## config.mk

```make
export PLATFORM = sky130hd
export DESIGN_NAME = button_step_sequencer
export DESIGN_NICKNAME = d
export VERILOG_FILES = /design/src/rtl/bss_pkg.sv /design/src/rtl/bss_in_reg.sv /design/src/rtl/bss_core.sv /design/src/rtl/bss_out_reg.sv /design/src/rtl/button_step_sequencer.sv
export SDC_FILE = /design/constraint.sdc
export NUM_CORES = 1
export LEC_CHECK = 0
export BUFFER_PORTS_ARGS = -buffer_cell sky130_fd_sc_hd__buf_2
export CAP_MARGIN = 20
export CORE_ASPECT_RATIO = 0.5
export CORE_MARGIN = 2
export CORE_UTILIZATION = 32
export DETAILED_ROUTE_END_ITERATION = 6
export GPL_TIMING_DRIVEN = 0
export SKIP_LAST_GASP = 1
export SLEW_MARGIN = 20
export SYNTH_ARGS = -nofsm -noshare
export SYNTH_HDL_FRONTEND = slang
export SYNTH_SLANG_ARGS = --single-unit
```

## constraint.sdc

```tcl
create_clock -name clock -period 3.95 [get_ports clock]
set_input_delay 0.1975 -clock clock [delete_from_list [all_inputs] [get_ports clock]]
set_output_delay 0.1975 -clock clock [all_outputs]
set_load 0.005 [all_outputs]
```

## src/rtl/bss_pkg.sv

```systemverilog
package bss_pkg;

   localparam int COLUMNS = 8;
   localparam int ColWidth = $clog2(COLUMNS);
   localparam int PackColumns = (COLUMNS < 8) ? COLUMNS : 8;

   typedef logic [ColWidth-1:0] col_type;
   typedef logic [2:0] pitch_type;

   localparam col_type ColLast = col_type'(COLUMNS - 1);

   localparam logic [15:0] StepTicksReset = 16'd250;
   localparam logic [15:0] IdleTicksReset = 16'd3000;

   // register indexes on the csr port
   localparam logic CsrStepTicks = 1'b0;
   localparam logic CsrIdleTicks = 1'b1;

   // debouncer codes
   localparam logic [1:0] BtnInactive = 2'd0;
   localparam logic [1:0] BtnHeld     = 2'd1;

   // default pitches packed three bits each, column 0 lowest
   localparam logic [23:0] DefaultPattern = {3'd0, 3'd6, 3'd7, 3'd1,
                                             3'd2, 3'd1, 3'd7, 3'd3};

   typedef enum logic [1:0] {
      NOTE_NONE = 2'd0,
      NOTE_STOP = 2'd1,
      NOTE_PLAY = 2'd2
   } note_cmd_type;

   typedef struct packed {
      logic       enter_mode;
      logic       tick;
      logic [1:0] left_button;
      logic [1:0] right_button;
   } req_type;

   typedef struct packed {
      note_cmd_type note_cmd;
      logic [2:0]   note_index;
      logic         store_write;
      logic [2:0]   store_column;
      logic [2:0]   store_value;
      logic         redraw;
      logic [2:0]   cursor_column;
      logic         playing;
      logic [23:0]  pattern_word;
   } rsp_type;

   typedef struct packed {
      logic [15:0] step_ticks;
      logic [15:0] idle_ticks;
   } cfg_type;

   function automatic pitch_type default_pitch(input int c);
      pitch_type p;
      p = 3'd0;
      if (c < 8) begin
         p = DefaultPattern[3*c +: 3];
      end
      return p;
   endfunction

endpackage

```

## src/rtl/bss_in_reg.sv

```systemverilog
module bss_in_reg (
   input  logic             clock,
   input  logic             reset,
   input  logic             req_valid,
   output logic             req_ready,
   input  bss_pkg::req_type req_payload,
   input  logic             advance,
   output logic             item_valid,
   output bss_pkg::req_type item
);

   logic             valid_ff, valid_in;
   bss_pkg::req_type item_ff;

   assign req_ready  = !valid_ff || advance;
   assign item_valid = valid_ff;
   assign item       = item_ff;

   always_comb begin
      valid_in = valid_ff;
      if (req_ready) begin
         valid_in = req_valid;
      end
   end

   always_ff @(posedge clock) begin
      if (reset) begin
         valid_ff <= 1'b0;
      end else begin
         valid_ff <= valid_in;
      end
      if (req_valid && req_ready) begin
         item_ff <= req_payload;
      end
   end

endmodule

```

## src/rtl/bss_core.sv

```systemverilog
module bss_core (
   input  logic             clock,
   input  logic             reset,
   input  logic             fire,
   input  bss_pkg::req_type item,
   input  bss_pkg::cfg_type cfg,
   output bss_pkg::rsp_type result
);

   bss_pkg::pitch_type pitch_ff [bss_pkg::COLUMNS];
   bss_pkg::pitch_type pitch_in [bss_pkg::COLUMNS];
   bss_pkg::col_type   col_ff, col_in, col_next, rd_col;
   logic [15:0]        countdown_ff, countdown_in;
   logic               auto_ff, auto_in;
   logic               wait_ff, wait_in;
   logic               left_lock_ff, left_lock_in;
   logic               right_lock_ff, right_lock_in;
   logic               pending_ff;
   logic               left_press, pressed, stepped;
   bss_pkg::pitch_type rd_pitch, pitch_inc;

   assign col_next   = (col_ff == bss_pkg::ColLast) ? '0 : col_ff + 1'b1;
   // wait flag after a mode entry decides whether buttons count
   assign left_press = !(wait_ff || item.enter_mode) && !left_lock_ff
                       && item.left_button == bss_pkg::BtnHeld;
   // left edit reads the cursor column, an auto step reads the one after it
   assign rd_col     = left_press ? col_ff : col_next;
   assign rd_pitch   = pitch_ff[rd_col];
   assign pitch_inc  = rd_pitch + 3'd1;

   always_comb begin
      countdown_in  = countdown_ff;
      auto_in       = auto_ff;
      wait_in       = wait_ff;
      left_lock_in  = left_lock_ff;
      right_lock_in = right_lock_ff;
      col_in        = col_ff;
      pitch_in      = pitch_ff;
      pressed       = 1'b0;
      stepped       = 1'b0;
      result        = '0;

      if (item.tick && countdown_ff != 16'd0) begin
         countdown_in = countdown_ff - 16'd1;
      end
      if (item.enter_mode) begin
         auto_in      = 1'b1;
         countdown_in = cfg.step_ticks;
         wait_in      = 1'b1;
      end

      if (wait_in) begin
         if (item.left_button == bss_pkg::BtnInactive
             && item.right_button == bss_pkg::BtnInactive) begin
            wait_in      = 1'b0;
            countdown_in = auto_in ? cfg.step_ticks : cfg.idle_ticks;
         end
      end else begin
         if (!left_lock_ff) begin
            if (left_press) begin
               pitch_in[col_ff]    = pitch_inc;
               result.store_write  = 1'b1;
               result.store_column = 3'(col_ff);
               result.store_value  = pitch_inc;
               if (pitch_inc == 3'd0) begin
                  result.note_cmd = bss_pkg::NOTE_STOP;
               end else begin
                  result.note_cmd   = bss_pkg::NOTE_PLAY;
                  result.note_index = pitch_inc;
               end
               left_lock_in = 1'b1;
               pressed      = 1'b1;
            end
         end else if (item.left_button == bss_pkg::BtnInactive) begin
            left_lock_in = 1'b0;
         end

         if (!right_lock_ff) begin
            if (item.right_button == bss_pkg::BtnHeld) begin
               col_in        = col_next;
               right_lock_in = 1'b1;
               pressed       = 1'b1;
            end
         end else if (item.right_button == bss_pkg::BtnInactive) begin
            right_lock_in = 1'b0;
         end

         if (pressed) begin
            auto_in      = 1'b0;
            countdown_in = cfg.idle_ticks;
         end else if (countdown_in == 16'd0) begin
            if (auto_in) begin
               col_in = col_next;
               if (rd_pitch != 3'd0) begin
                  result.note_cmd   = bss_pkg::NOTE_PLAY;
                  result.note_index = rd_pitch;
               end
            end else begin
               auto_in = 1'b1;
            end
            countdown_in = cfg.step_ticks;
            stepped      = 1'b1;
         end
      end

      result.redraw        = pending_ff || item.enter_mode || pressed || stepped;
      result.cursor_column = 3'(col_in);
      result.playing       = auto_in;
      for (int c = 0; c < bss_pkg::PackColumns; c++) begin
         result.pattern_word[3*c +: 3] = pitch_in[c];
      end
   end

   always_ff @(posedge clock) begin
      if (reset) begin
         for (int c = 0; c < bss_pkg::COLUMNS; c++) begin
            pitch_ff[c] <= bss_pkg::default_pitch(c);
         end
         col_ff        <= '0;
         countdown_ff  <= bss_pkg::StepTicksReset;
         auto_ff       <= 1'b1;
         wait_ff       <= 1'b1;
         left_lock_ff  <= 1'b0;
         right_lock_ff <= 1'b0;
         pending_ff    <= 1'b1;
      end else if (fire) begin
         pitch_ff      <= pitch_in;
         col_ff        <= col_in;
         countdown_ff  <= countdown_in;
         auto_ff       <= auto_in;
         wait_ff       <= wait_in;
         left_lock_ff  <= left_lock_in;
         right_lock_ff <= right_lock_in;
         pending_ff    <= 1'b0;
      end
   end

endmodule

```

## src/rtl/bss_out_reg.sv

```systemverilog
module bss_out_reg (
   input  logic             clock,
   input  logic             reset,
   input  logic             load,
   input  bss_pkg::rsp_type result,
   output logic             load_ready,
   output logic             rsp_valid,
   input  logic             rsp_ready,
   output bss_pkg::rsp_type rsp_payload
);

   logic             valid_ff, valid_in;
   bss_pkg::rsp_type payload_ff;

   assign load_ready  = !valid_ff || rsp_ready;
   assign rsp_valid   = valid_ff;
   assign rsp_payload = payload_ff;

   always_comb begin
      valid_in = valid_ff;
      if (load_ready) begin
         valid_in = load;
      end
   end

   always_ff @(posedge clock) begin
      if (reset) begin
         valid_ff <= 1'b0;
      end else begin
         valid_ff <= valid_in;
      end
      if (load) begin
         payload_ff <= result;
      end
   end

endmodule

```

## src/rtl/button_step_sequencer.sv

```systemverilog
// channel  direction  handshake                payload
// req      in         req_valid / req_ready    req_payload (poll: mode, tick, buttons)
// rsp      out        rsp_valid / rsp_ready    rsp_payload (note, store, display)
// csr      in         csr_valid / csr_ready    csr_index, csr_wdata
//
// one transaction per cycle sustained while rsp_ready is high; a req passes through the input
// register and then the result register around the state update
// synchronous active-high reset restores the default pattern, auto-play and
// both times; csr writes are always taken
// a stalled rsp holds its result while the input register still takes one more poll
module button_step_sequencer (
   input  logic             clock,
   input  logic             reset,
   input  logic             req_valid,
   output logic             req_ready,
   input  bss_pkg::req_type req_payload,
   output logic             rsp_valid,
   input  logic             rsp_ready,
   output bss_pkg::rsp_type rsp_payload,
   input  logic             csr_valid,
   output logic             csr_ready,
   input  logic             csr_index,
   input  logic [15:0]      csr_wdata
);

   bss_pkg::cfg_type cfg_ff, cfg_in;
   bss_pkg::req_type item;
   bss_pkg::rsp_type result;
   logic             item_valid, load_ready, advance;

   assign csr_ready = 1'b1;
   assign advance   = item_valid && load_ready;

   always_comb begin
      cfg_in = cfg_ff;
      if (csr_valid) begin
         unique case (csr_index)
            bss_pkg::CsrStepTicks: cfg_in.step_ticks = csr_wdata;
            bss_pkg::CsrIdleTicks: cfg_in.idle_ticks = csr_wdata;
         endcase
      end
   end

   always_ff @(posedge clock) begin
      if (reset) begin
         cfg_ff.step_ticks <= bss_pkg::StepTicksReset;
         cfg_ff.idle_ticks <= bss_pkg::IdleTicksReset;
      end else begin
         cfg_ff <= cfg_in;
      end
   end

   bss_in_reg u_in_reg (
      .clock       (clock),
      .reset       (reset),
      .req_valid   (req_valid),
      .req_ready   (req_ready),
      .req_payload (req_payload),
      .advance     (advance),
      .item_valid  (item_valid),
      .item        (item)
   );

   bss_core u_core (
      .clock  (clock),
      .reset  (reset),
      .fire   (advance),
      .item   (item),
      .cfg    (cfg_ff),
      .result (result)
   );

   bss_out_reg u_out_reg (
      .clock       (clock),
      .reset       (reset),
      .load        (advance),
      .result      (result),
      .load_ready  (load_ready),
      .rsp_valid   (rsp_valid),
      .rsp_ready   (rsp_ready),
      .rsp_payload (rsp_payload)
   );

endmodule

```

# Word level (Yosys, flattened, before mapping)

Cells that the tools add are included.

Flip-flop bits (word level): 129
Bits in latches: 0
Memory bits (writable): 0
ROM bits: 0
Input port bits: 28
Output and inout bits: 44
Logic and storage cells: 127
Memories: 0

Add/subtract/negate cells: 3
Multipliers: 0
Div/mod/pow operators: 0
$lt $le $gt $ge: 3
Eq/ne operators: 3
Shifts and indexed selects: 0
Muxes and demuxes: 53
Bitwise logic cells: 5
Reductions and logical operators: 28

Operators with widths:

| cell                  | number |
|---|---|
| $mux 16               | 7 |
| $mux 24               | 3 |
| $mux 3                | 12 |
| $bwmux 24             | 1 |
| $mux 12               | 2 |
| $mux 1                | 21 |
| $mux 5                | 4 |
| $logic_not 16->1      | 1 |
| $reduce_bool 16->1    | 1 |
| $sub 16x1->16 const B | 1 |
| $bmux 3 s3            | 1 |
| $demux 3 s3           | 1 |
| $ge 4x4->1 const B    | 2 |
| $not 3->4             | 2 |
| $logic_and 1x1->1     | 7 |
| $add 3x1->3 const B   | 2 |
| $logic_or 1x1->1      | 6 |
| $reduce_and 2->1      | 3 |
| $eq 2x1->1 const B    | 2 |
| $logic_not 1->1       | 4 |
| $logic_not 2->1       | 2 |
| $lt 4x1->1 const B    | 1 |
| $eq 3x3->1 const B    | 1 |
| $logic_not 3->1       | 1 |
| 5 further kinds       | 7 |

# Logic depth before layout (Yosys ltp)

Word-level depth: 18
Gate-level depth with buffers: 14
Gate-level depth less buffers: 14

# Modules after synthesis

Synthesis repeated with hierarchy kept, for this count alone.

Cells, all modules: 755
Area total of the unflattened synthesis: 7025.5 um^2

By module, submodules not included:

| module                | times used | cells each | area each (um^2) | sequential area each (um^2) |
|---|---|---|---|---|
| bss_core              | 1          | 568        | 4161.5           | 960.9 |
| button_step_sequencer | 1          | 131        | 1351.3           | 640.6 |
| bss_out_reg           | 1          | 45         | 1277.5           | 1251.2 |
| bss_in_reg            | 1          | 11         | 235.2            | 200.2 |

# Least setup slack after synthesis

OpenSTA, ideal clock, no wires.

Path kind: reg2reg
Start point: register u_core.col_ff[1]
End point: register u_out_reg.payload_ff (netlist bit u_out_reg.rsp_payload[40]) (data pin)
Arrival time: 3.131 ns
Path slack: 0.564 ns
Stages on the path, launching flop included: 14
Path buffers: 2
Clock period less this slack: 3.386 ns
Cells stage by stage: dfxtp_1 ha_1 nor2b_1 mux2i_1 buf_2 mux2i_1 mux2i_1 mux2i_1 clkbuf_1 inv_1 ha_1 xor2_1 nand2_1 a21bo_2

Cells in the longest elaborated chain, start to end: 16
Elaborated cells between the ends (all ways): 18

Ends and longest elaborated chain:

| element                                          | RTL line          | source |
|---|---|---|
| start: declaration                               | bss_core.sv:12    | `bss_pkg::col_type col_ff, col_in, col_next, rd_col;` |
| start signal: assignment                         | bss_core.sv:128   | `col_ff <= col_in;` |
| $add 3x1->3 / $eq 3x3->1 (equally long branches) | bss_core.sv:22    | `assign col_next = (col_ff == bss_pkg::ColLast) ? '0 : col_ff + 1'b1;` |
| $mux 3                                           | bss_core.sv:22    |  |
| $mux 3 *                                         | bss_core.sv:27    | `assign rd_col = left_press ? col_ff : col_next;` |
| $not 3->4 (implied by the code) *                | bss_core.sv:28    | `assign rd_pitch = pitch_ff[rd_col];` |
| $bmux 3 s3 *                                     | bss_core.sv:28    |  |
| $mux 3 (implied by the code) * (2 in series)     | bss_core.sv:28    |  |
| $add 3x1->3 *                                    | bss_core.sv:29    | `assign pitch_inc = rd_pitch + 3'd1;` |
| named net u_core.pitch_inc[0]                    | bss_core.sv:20    | `bss_pkg::pitch_type rd_pitch, pitch_inc;` |
| $logic_not 3->1 *                                | bss_core.sv:65    | `if (pitch_inc == 3'd0) begin` |
| $mux 2 *                                         | bss_core.sv:65    |  |
| $mux 12 *                                        | bss_core.sv:60    | `if (left_press) begin` |
| $mux 12 *                                        | bss_core.sv:59    | `if (!left_lock_ff) begin` |
| $mux 5                                           | bss_core.sv:94    | `if (rd_pitch != 3'd0) begin` |
| $mux 5                                           | bss_core.sv:92    | `if (auto_in) begin` |
| $mux 5                                           | bss_core.sv:91    | `end else if (countdown_in == 16'd0) begin` |
| $mux 5 *                                         | bss_core.sv:88    | `if (pressed) begin` |
| end signal: assignment                           | bss_out_reg.sv:33 | `payload_ff <= result;` |
| end: declaration                                 | bss_out_reg.sv:13 | `bss_pkg::rsp_type payload_ff;` |

The timed path passes the listed nets; every way through them passes the cells marked *. The select of a mux whose other input is x is not followed.
A chain may end at the register's enable or synchronous reset.

# Worst setup path after layout

Start point: register u_in_reg.item_ff (netlist bit u_in_reg.item[5])
End point: register u_out_reg.payload_ff (netlist bit u_out_reg.rsp_payload[38]) (data pin)

Cells in the longest elaborated chain, start to end: 18
Elaborated cells between the ends (all ways): 28

Ends and longest elaborated chain:

| element                                      | RTL line         | source |
|---|---|---|
| start: declaration                           | bss_in_reg.sv:13 | `bss_pkg::req_type item_ff;` |
| start signal: assignment                     | bss_in_reg.sv:33 | `item_ff <= req_payload;` |
| $logic_or 1x1->1 *                           | bss_core.sv:24   | `assign left_press = !(wait_ff \|\| item.enter_mode) && !left_lock_ff` |
| $logic_not 1->1 *                            | bss_core.sv:24   |  |
| $logic_and 1x1->1 *                          | bss_core.sv:24   |  |
| $logic_and 1x1->1 *                          | bss_core.sv:25   | `&& item.left_button == bss_pkg::BtnHeld;` |
| $mux 3 *                                     | bss_core.sv:27   |  |
| $not 3->4 (implied by the code) *            | bss_core.sv:28   |  |
| $bmux 3 s3 *                                 | bss_core.sv:28   |  |
| $mux 3 (implied by the code) * (2 in series) | bss_core.sv:28   |  |
| [... 1 more ...]                             | n/a              |  |
| named net u_core.pitch_inc[0]                | bss_core.sv:20   |  |
| $logic_not 3->1 *                            | bss_core.sv:65   |  |
| $mux 3 *                                     | bss_core.sv:65   |  |
| $mux 12 *                                    | bss_core.sv:60   |  |
| $mux 12 *                                    | bss_core.sv:59   |  |
| $mux 5                                       | bss_core.sv:94   |  |
| $mux 5                                       | bss_core.sv:92   |  |
| $mux 5                                       | bss_core.sv:91   |  |
| $mux 5 *                                     | bss_core.sv:88   |  |

Marked as above.

==> impl_metrics.csv <==
group,metric,value,unit
critical_path,crit_start,"u_in_reg.item[5]",
final_layout,nFillCells,2053,
critical_path,worst-r2r-cell-count,14,
grt,grt_usage,20.0,%
sta,fin_skew,17.6,ps
yosys,yosys.area_share.simple,25.0,%
clock_network,clock-root-buffer,"clkbuf_16",
grt,grt_busiest_layer,"met2",
grt,grt_pass1_vias,5979,
yosys,synth-seq-cells,129,
placed_design,gp_congestion,1.02,
sta,finalCritPeriodShare,96.6,%
grt,grt_util_met3,4.49,%
yosys,synthAdderAreaFrac,1.12,%
power_and_ir_drop,fin_total_pwr,3450,uW
critical_path,endpoint_kind,"flop",
drt,vias,6426,
placed_design,dp.cells,1102,
yosys,ys_types,80,
clock_network,cts-buffers-inserted,17,
yosys,ys_seq_area_share,45.5,%
sta,fin_hold_ws,-1.60,ps
critical_path,path_class,"reg -> reg",
min_path,hold_path.startpoint,"csr_wdata[5]",
yosys,synthCells,758,
critical_path,rrSetupSlack,130,ps
min_path,whs_endpoint,"cfg_ff[5]",
critical_path,r2r_end,"u_out_reg.rsp_payload[38]",
sta,worst_slew_pin_slew,926,ps
yosys,synth_top_family_by_area,"simple AND/OR/NAND/NOR gates",
grt,grt_start_max_net_pins,30,
floorplan,die_area,22200,sq um
yosys,synth_compound_area_share,16.5,%
yosys,syn_avg_cell_area,8.85,sq um
outcome,status,"complete, but fails checks",
critical_path,cp_max_fo,10,
final_layout,layout-drive-gt1-share,19.7,%
critical_path,arrival,4080,ps
sta,final_hold_viol_count,1,
yosys,synth_edf_count,47,
outcome,violations,"negative hold slack",
drt,post_drt_wl_per_cell,19.3,um
grt,grt_pass1_wl,34.0,mm
sta,relSlewSlack,36.5,%
placed_design,io_buffers,70,
floorplan,die_x,209,um
final_layout,final_common_cell,"nand2_1",
final_layout,syn_to_final_growth,22.3,%
sta,slew_viol_final,0,
yosys,synthMuxAreaShare,7.56,%
clock_network,cts_max_level,4,
clock_network,cts.clk_slew.worst_paths,60,ps
clock_network,cts.sinks,129,
final_layout,ff_latch_area,3050,sq um
flow_run,cap_violations,0,
grt,met1_usage,26.9,%
min_path,hold_class,"in -> reg",
sta,rsz0062_at_grt,"yes",
critical_path,worstPathRequired,4210,ps
final_layout,layout_common_cells,"nand2_1, dfxtp_1, buf_2, nor2_1, edfxtp_1",
floorplan,core.rowCount,37,
yosys,ys.flop_type,"dfxtp_1",
drt,dr.pass1.iters,6,
grt,antenna_found_initial,0,
placed_design,post-dp-hpwl,16.2,mm
clock_network,clk_path_buf_depth,2,
floorplan,core,20600,sq um
floorplan,num_io_pins,72,
drt,dr.first_iter.drc_count,767,
drt,drt-total-wl,22.0,mm
floorplan,die_h,106,um
floorplan,initial_utilization,32.6,%
final_layout,multi_input_comb_area,3470,sq um
sta,final-setup-viol-count,0,
drt,route.detailed.drc,0,
grt,grtUsageMet2,32.4,%
sta,period_needed,3820,ps
sta,max_freq,262,MHz
critical_path,worstSetupStartpointType,"flop",
final_layout,antenna-diode-count,0,
yosys,synth_area,6710,sq um
drt,ant_nets,0,
power_and_ir_drop,powerDensity,420,nW/um^2
yosys,postSynth.asyncResetShare,0,%
clock_network,worstSkewPairLatency,430,ps
drt,viasPerCell,5.62,
power_and_ir_drop,vdd_drop_max,0.000209,V
critical_path,timing.rr.start,"u_in_reg.item[5]",
final_layout,nets,892,
min_path,hold_depth,3,
clock_network,tritoncts,"built",
power_and_ir_drop,power_leakage,0.00310,uW
yosys,synth_warnings,0,
final_layout,finalNonFillerCells,1144,
yosys,synth_fp_nets,792,
yosys,synth-xor-area-share,0.392,%
grt,gr-total-overflow,0,
==> kinds of logic (layout without fill, tap and decap cells) <==
family	after synthesis	after routing
other	1	1
xor gates and xnor gates	3	3
buffers and inverters	63	176
DFF	129	129
adders and majority gates	6	6
muxes	45	45
and+or+nand+nor	343	343
AOI/OAI and AO/OA	168	168
==> stage by stage <==
step	utilization (%)	TNS, ps	hold slack [ps]	cell area (sq um)	setup WS, ps
detailed placement	36.1	-5010	378	7420	-444
floorplan	-	0	296	6710	564
global route	39.9	-95.6	17.7	8200	-95.6
finish	39.9	0	-1.60	8200	134
CTS	39.6	0	6.35	8140	28.3
global placement	36.0	-17400	374	7400	-444
==> worst max-delay path, stage by stage, from the launching register on <==
cell,delay [ps]
edfxtp_1,510
nor2_1,130
nand3_2,240
clkinv_1,310
nand2_1,240
inv_1,110
a21oi_4,300
mux2i_1,130
mux2i_1,230
clkbuf_2,290
inv_1,90
ha_1,280
xnor2_2,420
nand2_1,200
a21oi_1,180
==> where the power goes <==
part | leakage (uW) | internal (uW) | switching (uW)
sequential | 0.00109 | 1430 | 51.8
clock | 0.000295 | 1000 | 649
combinational | 0.00172 | 118 | 197
==> routing by layer <==
metal	up-vias	share of wire [%]
met1	3076	44
met4	0	1.6
met5	-	0
li1	2979	-
met2	331	45
met3	40	9.3
==> synth_stat cells (5+ instances only) <==
master,number,area [sq um]
ha_1,6,75.1
o211ai_1,12,90.1
mux2_2,22,248
nand4_1,14,87.6
a21oi_1,47,235
nand2b_1,8,50.1
nor3_1,16,80.1
a211oi_1,7,52.6
clkbuf_1,38,143
nor2_1,58,218
and2_1,9,56.3
buf_2,5,25.0
nand3_1,37,185
nor4_1,9,56.3
dfxtp_1,82,1640
edfxtp_1,47,1410
or2_2,8,50.1
or3_1,10,62.6
inv_1,13,48.8
nand2_1,143,537
o21ai_0,34,170
mux2i_1,18,180
nor2b_1,5,31.3
o31ai_1,6,45.0
o31a_1,8,70.1
a31oi_1,14,87.6
==> area by class of cell <==
type / instances / share of cell area (%)
clock inverter: 15 / 2.23
sequential: 129 / 37.2
timing repair buffer: 81 / 5.68
inverter: 14 / 0.641
multi-input combinational: 566 / 42.3
tap: 273 / 4.16
clock buffer: 17 / 5.19
buffer: 49 / 2.58
==> registers in the layout, summed over array words and instances (netlist names), named ones only <==
signal                 cells
u_out_reg.rsp_payload     41
cfg_ff                    32
u_core.pitch_ff           24
u_core.countdown_ff       16
u_in_reg.item              6
u_core.col_ff              3
u_core.auto_ff             1
u_core.left_lock_ff        1
u_core.pending_ff          1
u_core.wait_ff             1
u_in_reg.item_valid        1
u_out_reg.rsp_valid        1
==> repair_timing <==
| action | in CTS | in global routing |
|---|---|---|
| endpoints found under the hold margin | 8 | 0 |
| hold buffers | 8 | 0 |
| setup endpoints to repair | 26 | 29 |
| buffers inserted | 0 | 2 |
| resized for setup | 5 | 6 |
| pin swaps | 0 | 1 |
==> how the worst max path moves through the flow <==
stage                                endpoint  slack (ps)
finish              u_out_reg.rsp_payload[38]         130
global route        u_out_reg.rsp_payload[38]        -100
CTS                 u_out_reg.rsp_payload[40]          30
detailed placement  u_out_reg.rsp_payload[40]        -440
global placement    u_out_reg.rsp_payload[38]        -440
floorplan           u_out_reg.rsp_payload[40]         560
(Power assumes the default switching activity.)
